## config.mk

```make
export PLATFORM = sky130hd
export DESIGN_NAME = bba_ctrl
export DESIGN_NICKNAME = d
export VERILOG_FILES = /design/src/sv/bba_pkg.sv /design/src/sv/bba_ctrl.sv
export VERILOG_INCLUDE_DIRS = /design/src /design/src/sv
export SDC_FILE = /design/constraint.sdc
export NUM_CORES = 1
export LEC_CHECK = 0
export ABC_AREA = 1
export BUFFER_PORTS_ARGS = -buffer_cell sky130_fd_sc_hd__buf_2
export CELL_PAD_IN_SITES_DETAIL_PLACEMENT = 1
export CELL_PAD_IN_SITES_GLOBAL_PLACEMENT = 2
export CORE_ASPECT_RATIO = 1.5
export CORE_MARGIN = 2
export CORE_UTILIZATION = 39
export DETAILED_ROUTE_END_ITERATION = 16
export MAX_ROUTING_LAYER = met4
export PLACE_DENSITY = 0.91
export SLEW_MARGIN = 20
export SYNTH_ARGS = -nofsm -noshare
export SYNTH_HDL_FRONTEND = slang
export SYNTH_SLANG_ARGS = --single-unit
```

## constraint.sdc

```tcl
create_clock -name clk -period 13.2 [get_ports clk]
set_input_delay 0 -clock clk [delete_from_list [all_inputs] [get_ports clk]]
set_output_delay 0 -clock clk [all_outputs]
set_load 0.03 [all_outputs]
```

## src/sv/buddy_block_allocator_macros.svh

```systemverilog
// assertion macros for the buddy block allocator
// expects clk and rst_n in the scope of use
`ifndef BUDDY_BLOCK_ALLOCATOR_MACROS_SVH
`define BUDDY_BLOCK_ALLOCATOR_MACROS_SVH

// antecedent implies consequent in the same cycle
`define BBA_ASSERT_IMP(label, ante, cons) \
    label: assert property (@(posedge clk) disable iff (!rst_n) (ante) |-> (cons)) \
        else $error("bba implication check failed");

// antecedent implies consequent in the next cycle
`define BBA_ASSERT_NXT(label, ante, cons) \
    label: assert property (@(posedge clk) disable iff (!rst_n) (ante) |=> (cons)) \
        else $error("bba next-cycle check failed");

`endif

```

## src/sv/bba_pkg.sv

```systemverilog
// shared types and constants for the buddy block allocator
// no dependencies
`default_nettype none

package bba_pkg;

    localparam int ORDER_W  = 5;
    localparam int DATA_W   = 16;
    localparam int STATUS_W = 2;
    localparam int BYTES_W  = 17;

    localparam logic CMD_ALLOC = 1'b0;
    localparam logic CMD_FREE  = 1'b1;

    typedef enum logic [STATUS_W-1:0] {
        ST_DONE    = 2'd0,
        ST_NOMEM   = 2'd1,
        ST_BADFREE = 2'd2
    } status_t;

    typedef enum logic [4:0] {
        S_CLEAR,
        S_IDLE,
        S_A_SRCH,
        S_A_POP,
        S_A_NWR,
        S_SPLIT,
        S_PUSH,
        S_PUSH_WR,
        S_F_CHK,
        S_F_HDR,
        S_M_TOP,
        S_M_CHK,
        S_M_PWR,
        S_M_NRD,
        S_M_NWR,
        S_M_HI
    } state_t;

endpackage

`default_nettype wire

```

## src/sv/bba_ctrl.sv

```systemverilog
// buddy allocator sequencer: free list heads, split and merge control
// depends on bba_pkg and buddy_block_allocator_macros.svh; drives bba_hdr_mem
`default_nettype none

`include "buddy_block_allocator_macros.svh"

module bba_ctrl
    import bba_pkg::*;
#(
    parameter int MAX_POOL_ORDER  = 16,
    parameter int MIN_BLOCK_ORDER = 5,
    parameter int HEADER_BYTES    = 32,
    localparam int IW = MAX_POOL_ORDER - MIN_BLOCK_ORDER,
    localparam int UW = IW + 1,
    localparam int WW = 2 + ORDER_W + 2 * UW
) (
    input  wire logic                clk,
    input  wire logic                rst_n,
    input  wire logic                cfg_valid,
    output logic                     cfg_ready,
    input  wire logic [ORDER_W-1:0]  cfg_data,
    input  wire logic                in_valid,
    output logic                     in_ready,
    input  wire logic                cmd,
    input  wire logic [DATA_W-1:0]   req_size,
    input  wire logic [DATA_W-1:0]   free_offset,
    output logic                     out_valid,
    input  wire logic                out_ready,
    output logic [STATUS_W-1:0]      status,
    output logic [DATA_W-1:0]        user_offset,
    output logic                     mem_re,
    output logic [IW-1:0]            mem_raddr,
    input  wire logic [WW-1:0]       mem_rdata,
    output logic                     mem_we,
    output logic [IW-1:0]            mem_waddr,
    output logic [WW-1:0]            mem_wdata
);

    localparam int NH = MAX_POOL_ORDER + 1;
    localparam int HW = $clog2(NH);
    localparam int OW = ((MAX_POOL_ORDER > DATA_W) ? MAX_POOL_ORDER : DATA_W) + 1;
    localparam logic [UW-1:0] NIL = UW'(1 << IW);
    localparam int RST_ORDER = (16 > MAX_POOL_ORDER) ? MAX_POOL_ORDER :
                               ((16 < MIN_BLOCK_ORDER) ? MIN_BLOCK_ORDER : 16);
    localparam logic [ORDER_W-1:0] MIN_ORD = ORDER_W'(MIN_BLOCK_ORDER);
    localparam logic [ORDER_W-1:0] MAX_ORD = ORDER_W'(MAX_POOL_ORDER);

    function automatic logic [WW-1:0] mk_word(
        input logic               hd,
        input logic               fr,
        input logic [ORDER_W-1:0] od,
        input logic [UW-1:0]      nx,
        input logic [UW-1:0]      pv
    );
        mk_word = {hd, fr, od, nx, pv};
    endfunction

    state_t               state_reg, state_next;
    logic [ORDER_W-1:0]   pool_order_reg, pool_order_next;
    logic [IW-1:0]        clr_reg, clr_next;
    logic                 cmd_reg, cmd_next;
    logic [DATA_W-1:0]    req_reg, req_next;
    logic [DATA_W-1:0]    foff_reg, foff_next;
    logic [ORDER_W-1:0]   want_reg, want_next;
    logic [ORDER_W-1:0]   ord_reg, ord_next;
    logic [IW-1:0]        u_reg, u_next;
    logic [IW-1:0]        bud_reg, bud_next;
    logic [UW-1:0]        n_reg, n_next;
    logic [UW-1:0]        p_reg, p_next;
    logic [UW-1:0]        hsave_reg, hsave_next;
    logic [IW-1:0]        push_unit_reg, push_unit_next;
    logic [ORDER_W-1:0]   push_ord_reg, push_ord_next;
    logic                 out_valid_reg, out_valid_next;
    logic [STATUS_W-1:0]  status_reg, status_next;
    logic [DATA_W-1:0]    offset_reg, offset_next;
    logic [UW-1:0]        heads_reg [NH];

    logic                 heads_we;
    logic [HW-1:0]        heads_widx;
    logic [UW-1:0]        heads_wdata;
    logic                 heads_init;
    logic [ORDER_W-1:0]   heads_init_ord;

    // decoded memory word
    logic                 rd_head, rd_free;
    logic [ORDER_W-1:0]   rd_order;
    logic [UW-1:0]        rd_next, rd_prev;

    logic [BYTES_W-1:0]   bytes_m1;
    logic [ORDER_W-1:0]   want_c;
    logic                 found_c;
    logic [ORDER_W-1:0]   sel_c;
    logic [OW-1:0]        foff_w, off_w;
    logic                 foff_ok;
    logic [UW-1:0]        push_h;
    logic [ORDER_W-1:0]   cfg_clamped;
    logic [OW-1:0]        alloc_off;

    assign rd_head  = mem_rdata[WW-1];
    assign rd_free  = mem_rdata[WW-2];
    assign rd_order = mem_rdata[WW-3 -: ORDER_W];
    assign rd_next  = mem_rdata[2*UW-1 -: UW];
    assign rd_prev  = mem_rdata[UW-1:0];

    assign cfg_ready   = 1'b1;
    assign in_ready    = (state_reg == S_IDLE) && !out_valid_reg;
    assign out_valid   = out_valid_reg;
    assign status      = status_reg;
    assign user_offset = offset_reg;

    always_comb
    begin
        if (cfg_data < MIN_ORD)
        begin
            cfg_clamped = MIN_ORD;
        end
        else if (cfg_data > MAX_ORD)
        begin
            cfg_clamped = MAX_ORD;
        end
        else
        begin
            cfg_clamped = cfg_data;
        end
    end

    // order of the rounded request: ceil(log2(req + header)), at least the minimum
    always_comb
    begin
        bytes_m1 = BYTES_W'(req_reg) + BYTES_W'(HEADER_BYTES) - BYTES_W'(1);
        want_c   = MIN_ORD;
        for (int k = 0; k < BYTES_W; k++)
        begin
            if (bytes_m1[k] && (ORDER_W'(k + 1) > MIN_ORD))
            begin
                want_c = ORDER_W'(k + 1);
            end
        end
    end

    // lowest non-empty list at or above the wanted order
    always_comb
    begin
        found_c = 1'b0;
        sel_c   = '0;
        for (int k = NH - 1; k >= 0; k--)
        begin
            if ((ORDER_W'(k) >= want_reg) && (ORDER_W'(k) <= pool_order_reg) &&
                (heads_reg[k] != NIL))
            begin
                found_c = 1'b1;
                sel_c   = ORDER_W'(k);
            end
        end
    end

    always_comb
    begin
        foff_w  = OW'(foff_reg);
        off_w   = foff_w - OW'(HEADER_BYTES);
        foff_ok = (foff_w >= OW'(HEADER_BYTES)) &&
                  (off_w[MIN_BLOCK_ORDER-1:0] == '0) &&
                  ((off_w >> pool_order_reg) == '0);
    end

    assign push_h    = heads_reg[push_ord_reg[HW-1:0]];
    assign alloc_off = (OW'(u_reg) << MIN_BLOCK_ORDER) + OW'(HEADER_BYTES);

    always_comb
    begin
        state_next      = state_reg;
        pool_order_next = pool_order_reg;
        clr_next        = clr_reg;
        cmd_next        = cmd_reg;
        req_next        = req_reg;
        foff_next       = foff_reg;
        want_next       = want_reg;
        ord_next        = ord_reg;
        u_next          = u_reg;
        bud_next        = bud_reg;
        n_next          = n_reg;
        p_next          = p_reg;
        hsave_next      = hsave_reg;
        push_unit_next  = push_unit_reg;
        push_ord_next   = push_ord_reg;
        out_valid_next  = out_valid_reg;
        status_next     = status_reg;
        offset_next     = offset_reg;
        heads_we        = 1'b0;
        heads_widx      = '0;
        heads_wdata     = NIL;
        heads_init      = 1'b0;
        heads_init_ord  = cfg_clamped;
        mem_re          = 1'b0;
        mem_raddr       = '0;
        mem_we          = 1'b0;
        mem_waddr       = '0;
        mem_wdata       = '0;

        if (out_valid_reg && out_ready)
        begin
            out_valid_next = 1'b0;
        end

        unique case (state_reg)
            S_CLEAR:
            begin
                mem_we    = 1'b1;
                mem_waddr = clr_reg;
                if (clr_reg == '0)
                begin
                    mem_wdata = mk_word(1'b1, 1'b1, pool_order_reg, NIL, NIL);
                end
                else
                begin
                    mem_wdata = mk_word(1'b0, 1'b0, '0, NIL, NIL);
                end
                clr_next = clr_reg + IW'(1);
                if (clr_reg == {IW{1'b1}})
                begin
                    state_next = S_IDLE;
                end
            end
            S_IDLE:
            begin
                if (in_valid && in_ready)
                begin
                    cmd_next   = cmd;
                    req_next   = req_size;
                    foff_next  = free_offset;
                    state_next = (cmd == CMD_FREE) ? S_F_CHK : S_A_SRCH;
                end
            end
            S_A_SRCH:
            begin
                want_next = want_c;
                if (want_c > pool_order_reg)
                begin
                    out_valid_next = 1'b1;
                    status_next    = ST_NOMEM;
                    offset_next    = '0;
                    state_next     = S_IDLE;
                end
                else
                begin
                    state_next = S_A_POP;
                end
            end
            S_A_POP:
            begin
                // first cycle after want is known: pick list, read its head
                if (!found_c)
                begin
                    out_valid_next = 1'b1;
                    status_next    = ST_NOMEM;
                    offset_next    = '0;
                    state_next     = S_IDLE;
                end
                else
                begin
                    ord_next   = sel_c;
                    u_next     = heads_reg[sel_c[HW-1:0]][IW-1:0];
                    mem_re     = 1'b1;
                    mem_raddr  = heads_reg[sel_c[HW-1:0]][IW-1:0];
                    state_next = S_A_NWR;
                    n_next     = NIL;
                    hsave_next = '0;
                end
            end
            S_A_NWR:
            begin
                if (hsave_reg == '0)
                begin
                    // header of the popped block: unlink it and mark it used
                    mem_we      = 1'b1;
                    mem_waddr   = u_reg;
                    mem_wdata   = mk_word(1'b1, 1'b0, want_reg, NIL, NIL);
                    heads_we    = 1'b1;
                    heads_widx  = ord_reg[HW-1:0];
                    heads_wdata = rd_next;
                    n_next      = rd_next;
                    hsave_next  = UW'(1);
                    if (rd_next != NIL)
                    begin
                        mem_re    = 1'b1;
                        mem_raddr = rd_next[IW-1:0];
                    end
                    else
                    begin
                        state_next = S_SPLIT;
                    end
                end
                else
                begin
                    // new list head gets a null prev
                    mem_we     = 1'b1;
                    mem_waddr  = n_reg[IW-1:0];
                    mem_wdata  = {mem_rdata[WW-1:UW], NIL};
                    state_next = S_SPLIT;
                end
            end
            S_SPLIT:
            begin
                if (ord_reg > want_reg)
                begin
                    ord_next       = ord_reg - ORDER_W'(1);
                    push_ord_next  = ord_reg - ORDER_W'(1);
                    push_unit_next = u_reg +
                        (IW'(1) << (ord_reg - ORDER_W'(1) - MIN_ORD));
                    state_next     = S_PUSH;
                end
                else
                begin
                    out_valid_next = 1'b1;
                    status_next    = ST_DONE;
                    offset_next    = alloc_off[DATA_W-1:0];
                    state_next     = S_IDLE;
                end
            end
            S_PUSH:
            begin
                mem_we      = 1'b1;
                mem_waddr   = push_unit_reg;
                mem_wdata   = mk_word(1'b1, 1'b1, push_ord_reg, push_h, NIL);
                heads_we    = 1'b1;
                heads_widx  = push_ord_reg[HW-1:0];
                heads_wdata = UW'(push_unit_reg);
                hsave_next  = push_h;
                if (push_h != NIL)
                begin
                    mem_re     = 1'b1;
                    mem_raddr  = push_h[IW-1:0];
                    state_next = S_PUSH_WR;
                end
                else if (cmd_reg == CMD_FREE)
                begin
                    out_valid_next = 1'b1;
                    status_next    = ST_DONE;
                    offset_next    = '0;
                    state_next     = S_IDLE;
                end
                else
                begin
                    state_next = S_SPLIT;
                end
            end
            S_PUSH_WR:
            begin
                mem_we    = 1'b1;
                mem_waddr = hsave_reg[IW-1:0];
                mem_wdata = {mem_rdata[WW-1:UW], UW'(push_unit_reg)};
                if (cmd_reg == CMD_FREE)
                begin
                    out_valid_next = 1'b1;
                    status_next    = ST_DONE;
                    offset_next    = '0;
                    state_next     = S_IDLE;
                end
                else
                begin
                    state_next = S_SPLIT;
                end
            end
            S_F_CHK:
            begin
                if (foff_ok)
                begin
                    u_next     = off_w[MIN_BLOCK_ORDER +: IW];
                    mem_re     = 1'b1;
                    mem_raddr  = off_w[MIN_BLOCK_ORDER +: IW];
                    state_next = S_F_HDR;
                end
                else
                begin
                    out_valid_next = 1'b1;
                    status_next    = ST_BADFREE;
                    offset_next    = '0;
                    state_next     = S_IDLE;
                end
            end
            S_F_HDR:
            begin
                if (rd_head && !rd_free && (rd_order >= MIN_ORD) &&
                    (rd_order <= pool_order_reg))
                begin
                    ord_next   = rd_order;
                    state_next = S_M_TOP;
                end
                else
                begin
                    out_valid_next = 1'b1;
                    status_next    = ST_BADFREE;
                    offset_next    = '0;
                    state_next     = S_IDLE;
                end
            end
            S_M_TOP:
            begin
                if (ord_reg < pool_order_reg)
                begin
                    bud_next   = u_reg ^ (IW'(1) << (ord_reg - MIN_ORD));
                    mem_re     = 1'b1;
                    mem_raddr  = u_reg ^ (IW'(1) << (ord_reg - MIN_ORD));
                    state_next = S_M_CHK;
                end
                else
                begin
                    push_unit_next = u_reg;
                    push_ord_next  = ord_reg;
                    state_next     = S_PUSH;
                end
            end
            S_M_CHK:
            begin
                if (rd_head && rd_free && (rd_order == ord_reg))
                begin
                    n_next = rd_next;
                    p_next = rd_prev;
                    if (rd_prev != NIL)
                    begin
                        mem_re     = 1'b1;
                        mem_raddr  = rd_prev[IW-1:0];
                        state_next = S_M_PWR;
                    end
                    else
                    begin
                        heads_we    = 1'b1;
                        heads_widx  = ord_reg[HW-1:0];
                        heads_wdata = rd_next;
                        state_next  = S_M_NRD;
                    end
                end
                else
                begin
                    push_unit_next = u_reg;
                    push_ord_next  = ord_reg;
                    state_next     = S_PUSH;
                end
            end
            S_M_PWR:
            begin
                mem_we     = 1'b1;
                mem_waddr  = p_reg[IW-1:0];
                mem_wdata  = {mem_rdata[WW-1:2*UW], n_reg, mem_rdata[UW-1:0]};
                state_next = S_M_NRD;
            end
            S_M_NRD:
            begin
                if (n_reg != NIL)
                begin
                    mem_re     = 1'b1;
                    mem_raddr  = n_reg[IW-1:0];
                    state_next = S_M_NWR;
                end
                else
                begin
                    state_next = S_M_HI;
                end
            end
            S_M_NWR:
            begin
                mem_we     = 1'b1;
                mem_waddr  = n_reg[IW-1:0];
                mem_wdata  = {mem_rdata[WW-1:UW], p_reg};
                state_next = S_M_HI;
            end
            S_M_HI:
            begin
                // upper block of the pair loses its header
                mem_we     = 1'b1;
                mem_waddr  = (u_reg < bud_reg) ? bud_reg : u_reg;
                mem_wdata  = mk_word(1'b0, 1'b0, '0, NIL, NIL);
                u_next     = (u_reg < bud_reg) ? u_reg : bud_reg;
                ord_next   = ord_reg + ORDER_W'(1);
                state_next = S_M_TOP;
            end
            default:
            begin
                state_next = S_IDLE;
            end
        endcase

        if (cfg_valid && cfg_ready)
        begin
            pool_order_next = cfg_clamped;
            heads_init      = 1'b1;
            heads_init_ord  = cfg_clamped;
            clr_next        = '0;
            state_next      = S_CLEAR;
        end
    end

    always_ff @(posedge clk or negedge rst_n)
    begin
        if (!rst_n)
        begin
            state_reg      <= S_CLEAR;
            pool_order_reg <= ORDER_W'(RST_ORDER);
            clr_reg        <= '0;
            out_valid_reg  <= 1'b0;
            for (int k = 0; k < NH; k++)
            begin
                heads_reg[k] <= (k == RST_ORDER) ? '0 : NIL;
            end
        end
        else
        begin
            state_reg      <= state_next;
            pool_order_reg <= pool_order_next;
            clr_reg        <= clr_next;
            out_valid_reg  <= out_valid_next;
            if (heads_init)
            begin
                for (int k = 0; k < NH; k++)
                begin
                    heads_reg[k] <= (ORDER_W'(k) == heads_init_ord) ? '0 : NIL;
                end
            end
            else if (heads_we)
            begin
                heads_reg[heads_widx] <= heads_wdata;
            end
        end
    end

    always_ff @(posedge clk)
    begin
        cmd_reg       <= cmd_next;
        req_reg       <= req_next;
        foff_reg      <= foff_next;
        want_reg      <= want_next;
        ord_reg       <= ord_next;
        u_reg         <= u_next;
        bud_reg       <= bud_next;
        n_reg         <= n_next;
        p_reg         <= p_next;
        hsave_reg     <= hsave_next;
        push_unit_reg <= push_unit_next;
        push_ord_reg  <= push_ord_next;
        status_reg    <= status_next;
        offset_reg    <= offset_next;
    end

    `BBA_ASSERT_NXT(a_leave_idle, in_valid && in_ready && !cfg_valid, !in_ready)
    `BBA_ASSERT_IMP(a_result_in_idle, out_valid_reg, state_reg == S_IDLE)
    `BBA_ASSERT_IMP(a_fail_zero_off, out_valid_reg && (status_reg != ST_DONE), offset_reg == '0)
    `BBA_ASSERT_IMP(a_no_item_in_clear, state_reg == S_CLEAR, !in_ready)
    `BBA_ASSERT_IMP(a_order_range, (pool_order_reg >= MIN_ORD), (pool_order_reg <= MAX_ORD))

endmodule

`default_nettype wire

```

# Yosys cells after proc, flatten, opt, wreduce, memory -nomap -nowiden
# Cells that the tools add are included.
word_totals:
  elab_cells: 426
  regBits: 361
  input_bits: 74
  output_inout_bits: 76
classes:
  n_mux: 183
  order_cmp: 47
  shifts: 3
  reduce_logical: 72
  bitwise: 4
  n_eq_ne: 72
  add_sub_neg: 10
ops:
  columns: ["cell", "count"]
  rows:
  - ["two-way mux 204 bit", 2]
  - ["two-way mux 12 bit", 28]
  - ["!= test 12 bit (second input constant)", 21]
  - ["two-way mux 11 bit", 21]
  - ["one-hot mux 31 bit (7 select lines)", 1]
  - ["bitwise mux 204 bit", 1]
  - ["two-way mux 5 bit", 35]
  - ["one-hot mux 11 bit (7 select lines)", 2]
  - ["binary-select mux 12 bit (select 5 bit)", 2]
  - ["two-way mux 16 bit", 7]
  - ["one-hot mux 16 bit (7 select lines)", 1]
  - ["one-hot mux 12 bit (3 select lines)", 3]
  - ["one-hot mux 5 bit (16 select lines)", 1]
  - ["one-hot mux 11 bit (3 select lines)", 2]
  - ["two-way mux 31 bit", 2]
  - ["demux 12 bit (select 5 bit)", 1]
  - ["two-way mux 4 bit", 12]
  - ["logical AND 1 bit", 45]
  - ["two-way mux 1 bit", 41]
  - ["equality test 4 x 5 -> 1 bit (first input constant)", 8]
  - ["equality test 5 x 4 -> 1 bit (second input constant)", 8]
  - [">= comparator 4 x 5 -> 1 bit (first input constant)", 8]
  - ["less-or-equal comparator 4 x 5 -> 1 bit (first input constant)", 8]
  - ["!= test 2 bit (second input constant)", 15]
  - ["other kinds (64)", 116]

# Longest topological paths before layout
logic_depth:
  word_depth: 26
  depth_mapped: 29
  ltp_nobuf: 29

# Worst setup path before layout
# OpenSTA, ideal clock, no wires.
synth_timing:
  path_kind: "reg2reg"
  from: "reg ord_reg[0]"
  to: "reg push_unit_reg[10], data pin"
  arrival_time_ps: 3901
  n_path_buf: 0
  stages_incl_launch_ff: 24
  t_required_ps: 12938
  slack_ps: 9037
  setup_time_ps: 262
  period_less_slack_ps: 4163
  cell_sequence: "edfxtp_1 inv_1 ha_1 or2_2 nand2_1 inv_1 o21ai_0 xor2_1 inv_1 nor3_1 ha_1 inv_1 fa_1 nor2_1 a211oi_1 o21ai_0 nand3_1 nand2_1 nand2_1 nand2_1 a21oi_1 o21ai_0 a21oi_1 xor2_1"
synth_between:
  elab_chain_cells: 6
synth_lines:
  columns: ["element", "line_no", "text"]
  rows:
  - ["start: declaration", "bba_ctrl.sv:65", "logic [ORDER_W-1:0] ord_reg, ord_next;"]
  - ["start signal: assignment", "bba_ctrl.sv:532", "ord_reg <= ord_next;"]
  - ["subtractor 5 x 1 -> 5 bit", "bba_ctrl.sv:309", "(IW'(1) << (ord_reg - ORDER_W'(1) - MIN_ORD));"]
  - ["subtractor 5 x 3 -> 5 bit", "bba_ctrl.sv:309", null]
  - ["<< shifter 1 x 5 -> 11 bit", "bba_ctrl.sv:309", null]
  - ["adder 11 bit", "bba_ctrl.sv:308", "push_unit_next = u_reg +"]
  - ["two-way mux 11 bit", "bba_ctrl.sv:304", "if (ord_reg > want_reg)"]
  - ["one-hot mux 11 bit (3 select lines)", "bba_ctrl.sv:205", "unique case (state_reg)"]
  - ["named net push_unit_next[10]", "bba_ctrl.sv:71", "logic [IW-1:0] push_unit_reg, push_unit_next;"]
  - ["end signal: assignment", "bba_ctrl.sv:538", "push_unit_reg <= push_unit_next;"]
  - ["end: declaration", "bba_ctrl.sv:71", null]
# The timed path passes the listed nets, and every way through them passes these cells. The select of a mux whose other input is x is not followed.
# A chain may end at the register's enable or synchronous reset.

# Worst setup path in the final report
layout_timing:
  from: "reg pool_order_reg[0]"
  to: "out mem_raddr[9]"
layout_between:
  elab_chain_cells: 26
  elab_cells_between_ends: 97
  cone_classes: "order compare (18); shift (1); mux (41); bitwise (1); reduce/logical (36)"
layout_lines:
  columns: ["element", "line_no", "text"]
  rows:
  - ["start: declaration", "bba_ctrl.sv:59", "logic [ORDER_W-1:0] pool_order_reg, pool_order_next;"]
  - ["start signal: assignment", "bba_ctrl.sv:498", "pool_order_reg <= ORDER_W'(RST_ORDER);"]
  - ["start signal: assignment", "bba_ctrl.sv:509", "pool_order_reg <= pool_order_next;"]
  - ["less-or-equal comparator 5 bit", "bba_ctrl.sv:148", "if ((ORDER_W'(k) >= want_reg) && (ORDER_W'(k) <= pool_order_reg) &&"]
  - ["logical AND 1 bit (2 in series)", "bba_ctrl.sv:148", null]
  - ["two-way mux 5 bit (17 in series)", "bba_ctrl.sv:148", null]
  - ["inverter 5 -> 6 bit (not written as such)", "bba_ctrl.sv:264", "mem_raddr = heads_reg[sel_c[HW-1:0]][IW-1:0];"]
  - ["binary-select mux 12 bit (select 5 bit)", "bba_ctrl.sv:264", null]
  - ["two-way mux 11 bit (not written as such) (2 in series)", "bba_ctrl.sv:264", null]
  - ["two-way mux 11 bit", "bba_ctrl.sv:252", "if (!found_c)"]
  - ["one-hot mux 11 bit (7 select lines) (*)", "bba_ctrl.sv:205", null]
  - ["end: declaration", "bba_ctrl.sv:32", "output logic [IW-1:0] mem_raddr,"]
# Mark *: on every way between the ends. The rest lies on a longest branch, timed or not. The select of a mux whose other input is x is not followed.

==> run_results.csv <==
group,metric,value,unit
critical_path,critPathCaptureType,"output port",
detailed_routing,first_iter_violations,1920,
detailed_routing,ant_nets,0,
critical_path,cp_max_fo,22,
yosys,ys_seq_elements,355,
yosys,yosys_warnings,0,
clocking,h-tree-depth,2,
pwr,seq_power_share,40.5,%
timing,hold_violations,0,
pwr,p_leak,11.9,nW
die,die_x,205,µm
clocking,cts_tree,"done",
final_layout,nets,3467,
pwr,intPower,2.00,mW
yosys,synthAdderAreaFrac,2.68,%
placed_design,dpl.cell_count,4012,
yosys,synth_edf_count,130,
critical_path,required,13.20,ns
detailed_routing,dr_total_vias,25500,
detailed_routing,via_per_inst,6.13,
yosys,yosysSeqAreaShare,40.5,%
critical_path,cp-start-kind,"flip-flop",
pwr,power_frac_comb,18.4,%
detailed_routing,avgRoutedWirePerCell,28.9,µm
yosys,muxShareOfSynthArea,0.0424,%
yosys,synth_top_family_by_area,"simple AND/OR/NAND/NOR gates",
detailed_routing,totalWireLength,120,mm
pwr,netSwitchingFraction,32.3,%
yosys,syn_area,23600,µm²
worst_hold_path,hold_path.class,"input pin to async pin",
die,io_pins,150,
die,initial_core_util,39.4,%
critical_path,slowest_delay,1.06,ns
clocking,clkTransAtPathRegs,0.06,ns
global_routing,grt.total_usage,39.3,%
pwr,clock_power_share,41.1,%
outcome,status,"completed",
yosys,synth_compound_area_share,20.0,%
critical_path,critPathMostFrequentCell,"nand2_1",
detailed_routing,drcViolationCount,0,
placed_design,dp_hpwl,90.5,mm
timing,rsz0062_at_grt,"false",
global_routing,grt-ovfl-total,0,
global_routing,grt_max_degree,96,
run,maxCapViolations,0,
clocking,cts.sinks,355,
timing,min_period_over_period,43.2,%
yosys,synthFlopType,"dfrtp_1",
die,die_area,62600,µm²
placed_design,gp_congestion,1.03,
critical_path,arrival,5.70,ns
die,core_region_area,60000,µm²
pwr,total_power,2.95,mW
yosys,synthSimpleGateAreaFrac,24.8,%
die,die_h,305,µm
pwr,powerDensity,110,nW/µm²
critical_path,slowest_stage,"nor2_1",
timing,setup_viol,0,
global_routing,grt_pass1_wl,176,mm
timing,relSlewSlack,17.6,%
detailed_routing,dr.pass1.iters,5,
clocking,clk_latency,0.61,ns
timing,drv_slew,0,
timing,fmax,0.176,GHz
clocking,cts.path.max_buffers,3,
critical_path,critPathTopFamily,"simple AND/OR/NAND/NOR gates",
die,num_rows,110,
timing,layout_min_cycle_time,5.70,ns
pwr,irDropWorstVdd,0.105,mV
pwr,p_switching,0.952,mW
yosys,syn_inst,3219,
critical_path,critPathKind,"flip-flop to output port",
final_layout,largest_reg_flops,204,
yosys,synthArstFlopShare,63.4,%
final_layout,layout-drive-gt1-share,9.83,%
placed_design,port_buffers,143,
global_routing,grt_pass1_vias,27000,
timing,final.setup_skew,0.0238,ns
final_layout,area_growth_syn_to_layout,14.1,%
critical_path,worst-path-buf-inv,3,
yosys,synth-xor-area-share,1.15,%
clocking,cts_inserted_buffers,41,
yosys,avgSynthCellArea,7.34,µm²
clocking,cts_resized,0,
clocking,clock-root-buffer,"clkbuf_16",
yosys,synth_cell_type_count,62,
critical_path,crit_chain,"inv_1, nand3_1, nand4_1, nand2_1, nor2_1, o31ai_1, nand2_1, nor2_1, inv_1, a21oi_1, nor2_1, nand2_1, nand2_1, nand2_1, nand2_1, buf_2",
timing,worst-slew-pin-transition,1.23,ns
timing,fin_tns_setup,0,ns
global_routing,antenna_found_initial,1,
final_layout,finalNonFillerCells,4161,
## cells by family (layout without fill, tap and decap cells)
| group | Yosys count | after routing |
|---|---|---|
| flip-flops | 355 | 355 |
| XOR/XNOR | 31 | 31 |
| multiplexers | 1 | 1 |
| AO/OA/AOI/OAI | 797 | 797 |
| AND/OR/NAND/NOR | 1338 | 1338 |
| adder cells (fa/ha/maj) | 50 | 50 |
| other | 2 | 7 |
| buffers and inverters | 645 | 798 |
## final cells by class
class	count	area (µm²)
Sequential cell	355	9560
Clock inverter	20	189
Tap cell	784	981
Inverter	475	1790
Multi-Input combinational cell	2223	11500
Antenna cell	1	2.50
Timing Repair Buffer	247	1700
Clock buffer	56	1180
Fill cell	7569	33100
## repair_timing
item,4_1_cts,5_1_grt
setup buffers,0,0
endpoints found under the hold margin,170,0
hold buffers,71,0
## cell usage after synthesis (all sizes together), types with 49 or more instances
master	number	share of area, %
nor3	51	1.1
o22ai	189	5.1
edfxtp	130	17
buf	95	2.1
dfrtp	208	22
nor2	253	4.4
ha	49	2.6
nand3	365	7.8
a21oi	182	3.9
nand2	598	9.6
o21ai	290	6.3
clkbuf	75	1.2
inv	469	7.5
## per-layer routing
layer / wire length [µm] / GRT usage, % / part of all wire [%]
met3: 6680 / 5.37 / 5.6
met2: 59700 / 66.8 / 50
met1: 41900 / 40.5 / 35
met5: 0 / - / 0
met4: 11800 / 31.1 / 9.8
## placed cells by master (no fill, tap or decap), drive strengths merged, types with 2 or more instances in the layout
cell type / Yosys / layout
nor2: 253 / 253
o31ai: 7 / 7
o22ai: 189 / 189
inv: 469 / 470
clkinvlp: 0 / 3
clkbuf: 75 / 56
or2: 3 / 3
a22oi: 7 / 7
dfrtp: 208 / 208
o211ai: 16 / 16
a21oi: 182 / 182
buf: 95 / 176
dlygate4sd3: 0 / 71
nand4: 39 / 39
o21bai: 5 / 5
xnor2: 5 / 5
xor2: 26 / 26
a2111oi: 8 / 8
clkinv: 6 / 19
a31oi: 15 / 15
a221oi: 17 / 17
and2: 2 / 2
dfstp: 17 / 17
nor3b: 2 / 2
ha: 49 / 49
o2111ai: 23 / 23
o21ai: 290 / 290
nor3: 51 / 51
conb: 2 / 6
nand2: 598 / 598
o21a: 7 / 7
nand3b: 2 / 2
nand3: 365 / 365
o221ai: 17 / 17
nor4: 23 / 23
edfxtp: 130 / 130
a211oi: 8 / 8
bufinv: 0 / 3
## path summary, 6_finish.rpt
path / start / cells after the start / endpoint / slack, ns
max: pool_order_reg[0]$_DFFE_PN0P_ / 16 / mem_raddr[9] / 7.50
min: rst_n / 2 / heads_reg[65]$_DFFE_PN0P_ / 0.05
max reg2reg: ord_reg[0]$_DFFE_PP_ / 22 / push_unit_reg[10]$_DFFE_PP_ / 7.83
min reg2reg: heads_reg[59]$_DFFE_PN1P_ / 2 / heads_reg[59]$_DFFE_PN1P_ / 0.51
max in group asynchronous: rst_n / 4 / clr_reg[8]$_DFFE_PN0P_ / 10.79
min in group clk: cfg_valid / 3 / pool_order_reg[3]$_DFFE_PN0P_ / 0.08
## power by group through the flow
stage          clock [mW]  combinational, mW  sequential [mW]
6_report             1.21              0.544             1.20
3_3_place_gp            0              0.503             1.21
3_5_place_dp            0              0.513             1.22
2_1_floorplan           0              0.300             1.20
4_1_cts              1.22              0.531             1.19
5_1_grt              1.26              0.574             1.20
## metrics by stage
stage	worst slack, ns	cell area (µm²)	hold WS (ns)	utilization (%)
after floorplan	9.04	23600	-0.296	-
after global placement	7.96	24800	0.0965	41.4
after detailed placement	7.88	24800	0.108	41.4
after CTS	7.58	26900	0.0381	44.8
after global routing	7.28	26900	0.0671	44.9
final	7.50	26900	0.0480	44.9
Power figures use the tool's default switching activity.
